## src/hdl/vfl_pkg.sv

```systemverilog
// Shared widths, payload types and root-chain types for the vector length block.
package vfl_pkg;

  localparam int unsigned CompW     = 32;          // component width, 16.16
  localparam int unsigned SqW       = 2 * CompW;   // square and sum width, 32.32
  localparam int unsigned LenW      = 32;          // length width, 16.16
  localparam int unsigned RootSteps = SqW / 2;     // one radicand bit pair per cell
  localparam int unsigned RemW      = LenW + 3;    // remainder and doubled root width

  // Input word: three signed components
  typedef struct packed {
    logic signed [CompW-1:0] comp_x;
    logic signed [CompW-1:0] comp_y;
    logic signed [CompW-1:0] comp_z;
  } vfl_in_t;

  // Result word: length and wrap flag
  typedef struct packed {
    logic [LenW-1:0] length;
    logic            overflow;
  } vfl_out_t;

  // Payload handed from one root cell to the next
  typedef struct packed {
    logic            ovf;
    logic [SqW-1:0]  bits;
    logic [RemW-1:0] rem;
    logic [RemW-1:0] root;
  } vfl_root_t;

endpackage

```

## src/hdl/vfl_root_cell.sv

```systemverilog
// One restoring square root step: retire the top radicand bit pair.
module vfl_root_cell
  import vfl_pkg::*;
(
  input  logic      clk_i,
  input  logic      rst_ni,
  input  logic      valid_i,
  input  vfl_root_t data_i,
  output logic      valid_o,
  output vfl_root_t data_o
);

  logic      valid_q;
  vfl_root_t data_q;
  vfl_root_t data_d;
  logic [RemW-1:0] root_s;
  logic [RemW-1:0] rem_s;

  // Shift in the next bit pair and try the trial subtraction
  always_comb begin
    root_s      = {data_i.root[RemW-2:0], 1'b0};
    rem_s       = {data_i.rem[RemW-3:0], data_i.bits[SqW-1 -: 2]};
    data_d.ovf  = data_i.ovf;
    data_d.bits = {data_i.bits[SqW-3:0], 2'b00};
    if (root_s < rem_s) begin
      data_d.rem  = rem_s - (root_s | RemW'(1));
      data_d.root = root_s + RemW'(2);
    end else begin
      data_d.rem  = rem_s;
      data_d.root = root_s;
    end
  end

  // Hold the valid bit under reset
  always_ff @(posedge clk_i or negedge rst_ni) begin
    if (!rst_ni) begin
      valid_q <= 1'b0;
    end else begin
      valid_q <= valid_i;
    end
  end

  // Hand the word to the next cell
  always_ff @(posedge clk_i) begin
    data_q <= data_d;
  end

  assign valid_o = valid_q;
  assign data_o  = data_q;

endmodule

```

## config.mk

```make
export PLATFORM = sky130hd
export DESIGN_NAME = vfl_root_cell
export DESIGN_NICKNAME = d
export VERILOG_FILES = /design/src/hdl/vfl_pkg.sv /design/src/hdl/vfl_root_cell.sv
export SDC_FILE = /design/constraint.sdc
export NUM_CORES = 1
export LEC_CHECK = 0
export ABC_AREA = 1
export BUFFER_PORTS_ARGS = -buffer_cell sky130_fd_sc_hd__buf_2
export CORE_ASPECT_RATIO = 0.75
export CORE_MARGIN = 2
export CORE_UTILIZATION = 51
export DETAILED_ROUTE_END_ITERATION = 12
export PLACE_DENSITY = 0.8
export SETUP_SLACK_MARGIN = 0.5
export SLEW_MARGIN = 5
export SYNTH_ARGS = -nofsm -noshare
export SYNTH_HDL_FRONTEND = slang
export SYNTH_SLANG_ARGS = --single-unit
```

## constraint.sdc

```tcl
create_clock -name clk_i -period 0.8 [get_ports clk_i]
set_input_delay 0.16 -clock clk_i [delete_from_list [all_inputs] [get_ports clk_i]]
set_output_delay 0.16 -clock clk_i [all_outputs]
set_load 0.02 [all_outputs]
```

==> results of run 1 <==
## cell usage after synthesis (6+ instances only)
| cell type | n | area share |
|---|---|---|
| inv_1 | 181 | 0.089 |
| o21ai_1 | 22 | 0.014 |
| nand4_1 | 10 | 0.0082 |
| nor3_1 | 22 | 0.014 |
| buf_2 | 7 | 0.0046 |
| nand3_1 | 48 | 0.031 |
| nand3_2 | 8 | 0.010 |
| xor2_1 | 35 | 0.040 |
| ha_1 | 68 | 0.11 |
| nand2_1 | 354 | 0.17 |
| buf_4 | 6 | 0.0059 |
| nor2_1 | 81 | 0.040 |
| a21oi_1 | 44 | 0.029 |
| o21ai_0 | 50 | 0.033 |
| xnor2_1 | 11 | 0.013 |
| dfxtp_1 | 132 | 0.35 |
## repair_timing
action | in CTS
endpoints found under the hold margin | 71
setup endpoints to repair | 202
pin swaps | 9
gates cloned | 4
setup buffers | 13
gates resized for setup | 335
hold buffers | 1
## metrics by stage
step,hold slack [ps],instance area (um2),TNS (ps)
after CTS,-178,13600,-87540
after detailed placement,-63.2,11700,-90440
after global placement,-65.3,11700,-84020
after floorplan,-136,8570,-54240
## logic make-up after synthesis
family | share of synthesized area
and+or+nand+nor | 0.295
buffers and inverters | 0.106
DFF | 0.350
AOI/OAI and AO/OA | 0.0820
adders and majority gates | 0.114
xor gates and xnor gates | 0.0528
other | 0.000491
==> results.md, run 1 <==
- Status: did not finish
- Stage reached: global routing
- Err: [ERROR DPL-0038] Utilization greater than 100%, impossible to legalize
- Async set or reset register ratio after synthesis: 0.00752
- # H-tree levels: 4
- Clk buf depth: 2
- Yosys Warn Count: 0
- Register area share after synthesis: 0.350
- Largest net degree at the start of global routing: 29
- Post-synthesis sequential element count: about 130
- Gpl congestion: 1.05
- Post-synth top flop: dfxtp_1
- Die Span Y: 110 um
- Syn avg cell area: 6.86 um2
- CTS Sinks: 133
- Post-synth EDFFs: 0
- FP Rows: 38
- Syn Inst Count: 1112
- I/O pin cnt: 274
- DP Wirelength: 26.6 mm
- Syn Std Cell Area: around 7600 um2
- Die X: 145 um
- Post-synthesis cell type count: 34
- CTS buffer count: 17
- Starting Density: 0.525
- IO buf count: around 270
- Placed insts: between 1.5k and 2k
- Root Buffer: clkbuf_16
- Pre-CTS setup slack: -1420 ps
==> run 2, diff against run 1 <==
Settings changed: CORE_ASPECT_RATIO 0.75 to default, CORE_UTILIZATION 51 to 40, PLACE_DENSITY 0.8 to default, PLACE_DENSITY_LB_ADDON from default to 0.15, SETUP_SLACK_MARGIN 0.5 to default.
==> run 2 against run 1 <==
- the flow now finishes, with violations (setup timing)
- synthesized area unchanged
- synthesized cell count unchanged
==> results.md, run 2 <==
- WP data required: 1120 ps
- CTS clk-pin slew, worst paths: around 70 ps
- CTS tree: built
- Register area share after synthesis: 0.350
- Fin. Hold Viols: 0
- Max Cap Viol: 0
- Total Wirelength: 36.9 mm
- Core box area: ~19000 um2
- Slowest CP cell: ha_1
- Crit-path cells: buf_4 -> buf_4 -> inv_1 -> ha_1 -> nand2_1 -> nand2_2 -> nand2_2 -> nand2_2 -> nand2_2 -> nand3_2 -> nand2_1 -> nand2_1 -> nand2_2 -> nand2_4 -> buf_12 -> buf_16 -> o21ai_4 -> nand2_1
- Crit path DAT: approximately 1900 ps
- First-pass GRT wire length: 52.5 mm
- Post-route DRC: 0
- Setup tns final: -76790 ps
- Die Span Y: 142 um
- Final Cell Area: 14800 um2
- Crit Path Max Fanout: 5
- Post-synthesis sequential element count: ~130
- Global route total overflow: 0
- Startpoint types: primary input
- Starting Density: 0.408
- Post-synth EDFFs: 0
- Most used cell, CP: nand2_2
- Pre-antenna DRT Iters: 6
- Initial antenna violation count: 1
- Achievable Freq: about 640 MHz
- Crit path largest cell delay: between 150 and 200 ps
- RSZ-0062 raised after global routing: yes
- Gpl congestion: 0.959
- Critical path type: in -> reg
- Largest net degree at the start of global routing: 34
- CTS buffer count: 17
- Status: finished, violations left
- Pre-CTS setup slack: -1250 ps
- Syn Inst Count: 1112
- Most common cell after layout, fill and taps aside: nand2_1
- Post-synthesis cell type count: 34
- GRT Util Overall: 0.343
- Die X: 142 um
- Area Growth Syn to Fin: 93.5%
- Commonest cells post-synth: nand2_1, inv_1, dfxtp_1, nor2_1, ha_1
- Placed cell areas: 11300 um2
- Cell with the most instances after synthesis: nand2_1
- Largest register FFs: approximately 130
- Pleak: 7.51 nW
- CP bufs+invs: 5
- Async set or reset register ratio after synthesis: 0.00752
- Yosys top cell by area: dfxtp_1
- Clk buf depth: 2
- Via count: ~9.7k
- # H-tree levels: 4
- WL/cell: about 19 um
- Final #Nets: ~1.9k
- Full die area: 20200 um2
- Syn avg cell area: 6.86 um2
- Max-slew violations: 0
- Fin worst setup slack: -760 ps
- FP Rows: 50
- I/O pin cnt: 274
- Synth top area cells: dfxtp_1, nand2_1, ha_1
- Post-synth top flop: dfxtp_1
- Hold Crit Class: in -> reg
- Root Buffer: clkbuf_16
- Post-DR vias/cell: 4.94
- Crit share post-route: 1.95
- Syn Std Cell Area: 7630 um2
- CTS Sinks: 133
- Most frequent cells in the layout: nand2_1, buf_4, inv_1
- Final Setup Violations: about 200
- Pwr Density: approximately 1800 nW/um2
- Share of layout cells above drive strength 1: 0.530
- Hold Worst Slack: between 0.06 and 0.07 ps
- IO buf count: 267
- CP top delay family: simple AND/OR/NAND/NOR gates
- Failing checks: setup timing
- Routed Antenna Nets: 0
- Drt initial violations: 836
- Kind of end point of the critical path: register
- Clock period minus final worst setup slack: 1560 ps
- DP Wirelength: 24.7 mm
- IR drop worst, VDD: 1.54 mV
- Yosys top cell area share: 0.346
- Final core utilization: 0.789
- Number of global-route vias before repair: roughly 9.8k
- Yosys Warn Count: 0
-- run 2: stage by stage --
stage / std cells / power, mW
2_1_floorplan: 1114 / 11.6
3_3_place_gp: 1827 / 14.9
3_5_place_dp: 1827 / 15.0
4_1_cts: 1940 / 25.4
5_1_grt: 1960 / 27.5
6_report: 1960 / 26.4
-- run 2: layout make-up --
class	instances	area (um2)
multi-input cells	780	5190
repair buffers	598	5120
fillers	1229	3940
flip-flops and latches	133	2840
inverters	182	708
clock buffers	18	429
well taps	234	293
clock inverters	14	190
diodes	1	2.50
-- run 2: logic make-up after synthesis --
family	count (synthesis)	share of synthesized area
AOI/OAI and AO/OA	122	0.0820
xor gates and xnor gates	46	0.0528
adders and majority gates	69	0.114
buffers and inverters	201	0.106
DFF	133	0.350
other	1	0.000491
and+or+nand+nor	540	0.295
-- run 2: worst min-delay path, stage by stage --
cell,delay (ps)
buf_2,130
nand2_2,60
o21ai_2,50
-- run 2: final timing paths --
| check | start | endpoint | depth (start not counted) |
|---|---|---|---|
| max | data_i[36] | data_o[3]$_DFF_P_ | 18 |
| min | data_i[38] | data_o[40]$_DFF_P_ | 3 |
| max in group asynchronous | rst_ni | valid_o$_DFF_PN0_ | 2 |
| min in group asynchronous | rst_ni | valid_o$_DFF_PN0_ | 2 |
-- run 2: where the power goes --
part           internal (mW)  switching (mW)
logic                   4.86            5.09
clock network           5.01            3.45
registers               7.57           0.456
-- run 2: what timing repair did --
item	4_1_cts	5_1_grt
cloned	3	5
hold buffers	68	1
setup endpoints to repair	202	202
buffers inserted	10	13
pin swaps	14	34
gates resized for setup	496	147
hold endpoints to repair	68	1
-- run 2: routing by layer --
layer,global-route usage,vias to the layer above,part of all wire
met4,0.165,0,0.050
met5,0,-,0
met3,0.0629,117,0.073
li1,-,4644,-
met2,0.582,438,0.47
met1,0.419,4487,0.40
No activity file was read; power rests on OpenSTA's default activity.
==> run 3, diff against run 2 <==
Settings changed: CAP_MARGIN from default to 20, RECOVER_POWER from default to 100.
==> run 3 against run 2 <==
- the flow still finishes with violations (setup timing)
- critical path type unchanged
- design area about the same
- routed wire length is 0.14% higher
- non-clock buffer count unchanged
- first-iteration DRC count down 1.9%
- critical endpoint unchanged
- largest cell class unchanged
==> results.md, run 3 (synthesized netlist as in run 2, its figures left out) <==
- Hold path cells: 3
- Combinational power share: 0.377
- Switching pwr: 9.00 mW
- Routed Antenna Nets: 0
- Pleak: 7.50 nW
- Number of global-route vias before repair: between 9k and 10k
- Slowest CP cell: ha_1
- Flop pwr share: 0.304
- Die X: 142 um
- CTS clk-pin slew, worst paths: 70 ps
- Internal cell power: 17.4 mW
- Starting Density: 0.408
- Hold Crit Class: in -> reg
- Placed cell areas: 11300 um2
- Fin worst setup slack: -766 ps
- Share of layout cells above drive strength 1: 0.526
- Kind of end point of the critical path: register
- Switch share: 0.340
- Die Span Y: 142 um
- Most used cell, CP: nand2_1
- Startpoint types: primary input
- CTS tree: built
- # H-tree levels: 4
- Area Growth Syn to Fin: 93.4%
- Max-slew violations: 0
- Crit Path Max Fanout: 5
- IO buf count: 267
- Max Cap Viol: 0
- Full die area: 20200 um2
- Failing checks: setup timing
- I/O pin cnt: 274
- Gpl congestion: 0.959
- Crit path largest cell delay: 210 ps
- WP data required: approximately 1100 ps
- Achievable Freq: 639 MHz
- Critical path type: in -> reg
- Drt initial violations: 820
- Final Cell Area: 14800 um2
- First-pass GRT wire length: 52.5 mm
- Share of power burned in the clock network: 0.320
- Via count: 9705
- Pre-antenna DRT Iters: 8
- Pre-CTS setup slack: -1250 ps
- Largest register FFs: 132
- Crit path DAT: 1890 ps
- WL/cell: between 15 and 20 um
- Clock period minus final worst setup slack: 1570 ps
- Root Buffer: clkbuf_16
- Crit share post-route: 1.96
- Setup tns final: -76930 ps
- Status: finished, violations left
- DP Wirelength: 24.7 mm
- Initial antenna violation count: 1
- Crit-path cells: buf_2 -> buf_4 -> ha_1 -> nand2_1 -> inv_1 -> o21ai_1 -> nand3_2 -> nand2_1 -> nand2_1 -> nand2_2 -> nand2_4 -> buf_12 -> buf_16 -> o21ai_4 -> nand2_1
- Fin. Hold Viols: 0
- CTS Sinks: 133
- Pwr Density: 1790 nW/um2
- GRT Util Overall: 0.343
- RSZ-0062 raised after global routing: yes
- Total Wirelength: 37.0 mm
- Final #Nets: 1919
- IR drop worst, VDD: between 1.5 and 2 mV
- FP Rows: 50
- Post-DR vias/cell: 4.95
- Most common cell after layout, fill and taps aside: nand2_1
- CTS buffer count: 17
- Core box area: 18700 um2
- Most frequent cells in the layout: nand2_1, buf_4, inv_1
- Post-route DRC: 0
- Clk buf depth: 2
- Largest net degree at the start of global routing: 34
- Global route total overflow: 0
- Final Setup Violations: 202
==> run 3: path summary, 6_finish.rpt <==
kind,startpoint,end
worst max-delay path,data_i[6],data_o[3]$_DFF_P_
worst min-delay path,data_i[38],data_o[40]$_DFF_P_
max in group asynchronous,rst_ni,valid_o$_DFF_PN0_
min in group asynchronous,rst_ni,valid_o$_DFF_PN0_
==> run 3: final cells by class <==
cell class                 instances  area, um2
inverter                         182        708
sequential                       133       2840
tap                              234        293
clock inverter                    14        190
timing repair buffer             598       5110
clock buffer                      18        429
antenna                            1       2.50
fill                            1236       3950
multi-input combinational        780       5190
==> run 3: power by group through the flow <==
stage	clock, mW	sequential (mW)	combinational, mW
floorplan	0	8.75	2.86
global placement	0	7.77	7.13
detailed placement	0	7.78	7.19
CTS	8.49	7.98	8.93
global route	8.88	8.07	10.5
finish	8.45	8.03	9.96
==> run 3: stage by stage <==
| stage | instances | power, mW | utilization | hold slack (ps) |
|---|---|---|---|---|
| after CTS | 1940 | 25.4 | 0.753 | 1.63 |
| after detailed placement | 1827 | 15.0 | 0.606 | -64.0 |
| after floorplan | 1114 | 11.6 | - | -136 |
| final | 1960 | 26.4 | 0.789 | 2.58 |
| after global placement | 1827 | 14.9 | 0.606 | -65.3 |
| after global routing | 1960 | 27.5 | 0.789 | 20.1 |
==> run 3: repair_timing <==
item,in CTS,in global routing
hold buffers,68,1
setup endpoints to repair,202,202
setup buffers,10,13
cloned,3,5
pin swaps,14,34
gates resized for setup,496,147
hold endpoints to repair,68,1
==> run 3: per-layer routing <==
| layer | GRT usage | wire length, um | vias up |
|---|---|---|---|
| met1 | 0.419 | 14800 | 4471 |
| met4 | 0.165 | 1920 | 0 |
| li1 | - | - | 4647 |
| met3 | 0.0629 | 2800 | 125 |
| met5 | 0 | 0 | - |
| met2 | 0.582 | 17400 | 462 |
==> run 3: critical path, delay by kind of cell <==
family,cells,cell delay [ps]
buffers and inverters,5,630
AND/OR/NAND/NOR,7,570
adder cells (fa/ha/maj),1,210
AO/OA/AOI/OAI,2,310
==> run 4, diff against run 3 <==
Settings changed: CORE_ASPECT_RATIO from default to 1.2.
==> run 4 against run 3 <==
- the flow still finishes with violations (setup timing)
- clock-buffer cell count stayed put
- critical path depth is 2 lower
- non-clock buffer count is 30 lower
- cell count is 0.46% lower
- highest routed layer unchanged
==> results.md, run 4 (synthesized netlist as in run 2, its figures left out) <==
- Internal cell power: 16.4 mW
- Initial antenna violation count: 0
- RSZ-0062 raised after global routing: yes
- WL/cell: 17.2 um
- Pwr Density: around 1800 nW/um2
- Tot Pwr: 25.0 mW
- Routed Antenna Nets: 0
- CTS tree: built
- Full die area: between 20000 and 25000 um2
- Post-DR vias/cell: around 4.7
- # fillers: roughly 1.5k
- Total Wirelength: 33.5 mm
- CTS buffer count: 17
- Max-slew violations: 0
- Share of layout cells above drive strength 1: 0.446
- Slowest CP cell: ha_1
- Final Setup Violations: just over 200
- Max Cap Viol: 0
- Switch share: 0.342
- Kind of end point of the critical path: register
- Largest register FFs: 132
- IR drop worst, VDD: 1.61 mV
- Crit path DAT: 1880 ps
- Hold Crit Class: in -> reg
- Pre-CTS setup slack: -1340 ps
- Via count: 9245
- Switching pwr: between 8 and 9 mW
- Worst min-delay path startpoint: data_i[38]
- Area Growth Syn to Fin: 78.5%
- Largest net degree at the start of global routing: 28
- First-pass GRT wire length: about 47 mm
- Share of power burned in the clock network: 0.342
- Crit path largest cell delay: 320 ps
- Most common cell after layout, fill and taps aside: nand2_1
- Number of global-route vias before repair: ~9.0k
- Worst hold endpoint: data_o[40]$_DFF_P_
- FP Rows: 55
- Achievable Freq: 646 MHz
- # H-tree levels: 4
- Die X: 130 um
- Setup tns final: -78510 ps
- Critical path type: in -> reg
- Post-route DRC: 0
- Setup crit start: data_i[0]
- CTS clk-pin slew, worst paths: 60 ps
- N_diodes: 0
- Worst-margin pin slew: 500 ps
- Pleak: 7.06 nW
- Core box area: 18800 um2
- Combinational power share: 0.347
- GRT Util Overall: 0.309
- Flop pwr share: 0.311
- Fin. Hold Viols: 0
- Die Span Y: 155 um
- CTS Sinks: between 100 and 150
- Most frequent cells in the layout: nand2_1, buf_4, buf_2
- WP data required: 1130 ps
- Drt initial violations: 537
- Fin worst setup slack: -747 ps
- Pre-antenna DRT Iters: 5
- DP Wirelength: between 20 and 25 mm
- Starting Density: 0.406
- Crit Path Max Fanout: 8
- Max_slew headroom: 0.663
- Crit share post-route: 1.93
- Root Buffer: clkbuf_16
- Failing checks: setup timing
- Global route total overflow: 0
- Clock period minus final worst setup slack: about 1500 ps
- Startpoint types: primary input
- Final #Nets: 1889
- I/O pin cnt: 274
- Hold path cells: 3
- Clk buf depth: 2
- Crit-path cells: buf_4 -> buf_6 -> inv_1 -> ha_1 -> nand2_1 -> o21ai_1 -> nand3_1 -> nand2_1 -> nor2_2 -> nand2_4 -> buf_12 -> buf_12 -> o21ai_1
- IO buf count: 267
- Gpl congestion: between 0.9 and 1
- Status: finished, violations left
## run 4: how the worst max path moves through the flow
stage	end	slack (ps)	depth (start not counted)
2_1_floorplan	data_o[60]$_DFF_P_	-870	15
5_1_grt	data_o[2]$_DFF_P_	-850	13
3_5_place_dp	data_o[54]$_DFF_P_	-1340	15
3_3_place_gp	data_o[54]$_DFF_P_	-1340	15
4_1_cts	data_o[3]$_DFF_P_	-670	15
6_report	data_o[37]$_DFF_P_	-750	13
## run 4: what timing repair did
action / in CTS / in global routing
gates resized for setup: 192 / 130
hold buffers: 70 / 0
cloned: 1 / 1
pin swaps: 25 / 5
endpoints found under the hold margin: 70 / 0
buffers inserted: 14 / 0
endpoints found under the setup margin: 202 / 202
## run 4: critical path, delay by kind of cell
kind	cells	cell delay, ps
AOI/OAI and AO/OA	2	290
adders and majority gates	1	320
buffers and inverters	5	620
and+or+nand+nor	5	490
## run 4: power groups by stage
| stage | sequential (mW) | clock (mW) | combinational, mW |
|---|---|---|---|
| 2_1_floorplan | 8.75 | 0 | 2.86 |
| 4_1_cts | 7.66 | 8.57 | 8.17 |
| 3_3_place_gp | 7.73 | 0 | 7.14 |
| 6_report | 7.76 | 8.55 | 8.66 |
| 5_1_grt | 7.82 | 8.94 | 9.27 |
| 3_5_place_dp | 7.73 | 0 | 7.19 |
## run 4: layout make-up
| type | count | area [um2] | area share |
|---|---|---|---|
| inverters | 182 | 701 | 0.0514 |
| multi-input cells | 780 | 4950 | 0.364 |
| clock buffers | 18 | 429 | 0.0315 |
| clock inverters | 14 | 189 | 0.0139 |
| well taps | 256 | 320 | 0.0235 |
| flip-flops and latches | 133 | 2730 | 0.201 |
| repair buffers | 568 | 4290 | 0.315 |
## run 4: metal layers
layer	track usage	share of wire	up-vias
met4	0.168	0.062	0
met2	0.572	0.52	371
met5	0	0	-
met3	0.0495	0.058	105
li1	-	-	4581
met1	0.330	0.36	4188
## run 4: metrics by stage
step	hold WS [ps]	std cells	area, um2	utilization
floorplan	-136	1114	8080	-
global placement	-66.1	1834	11300	0.599
detailed placement	-63.9	1834	11300	0.599
CTS	0.454	1950	13200	0.705
global route	5.52	1951	13600	0.725
finish	1.48	1951	13600	0.725
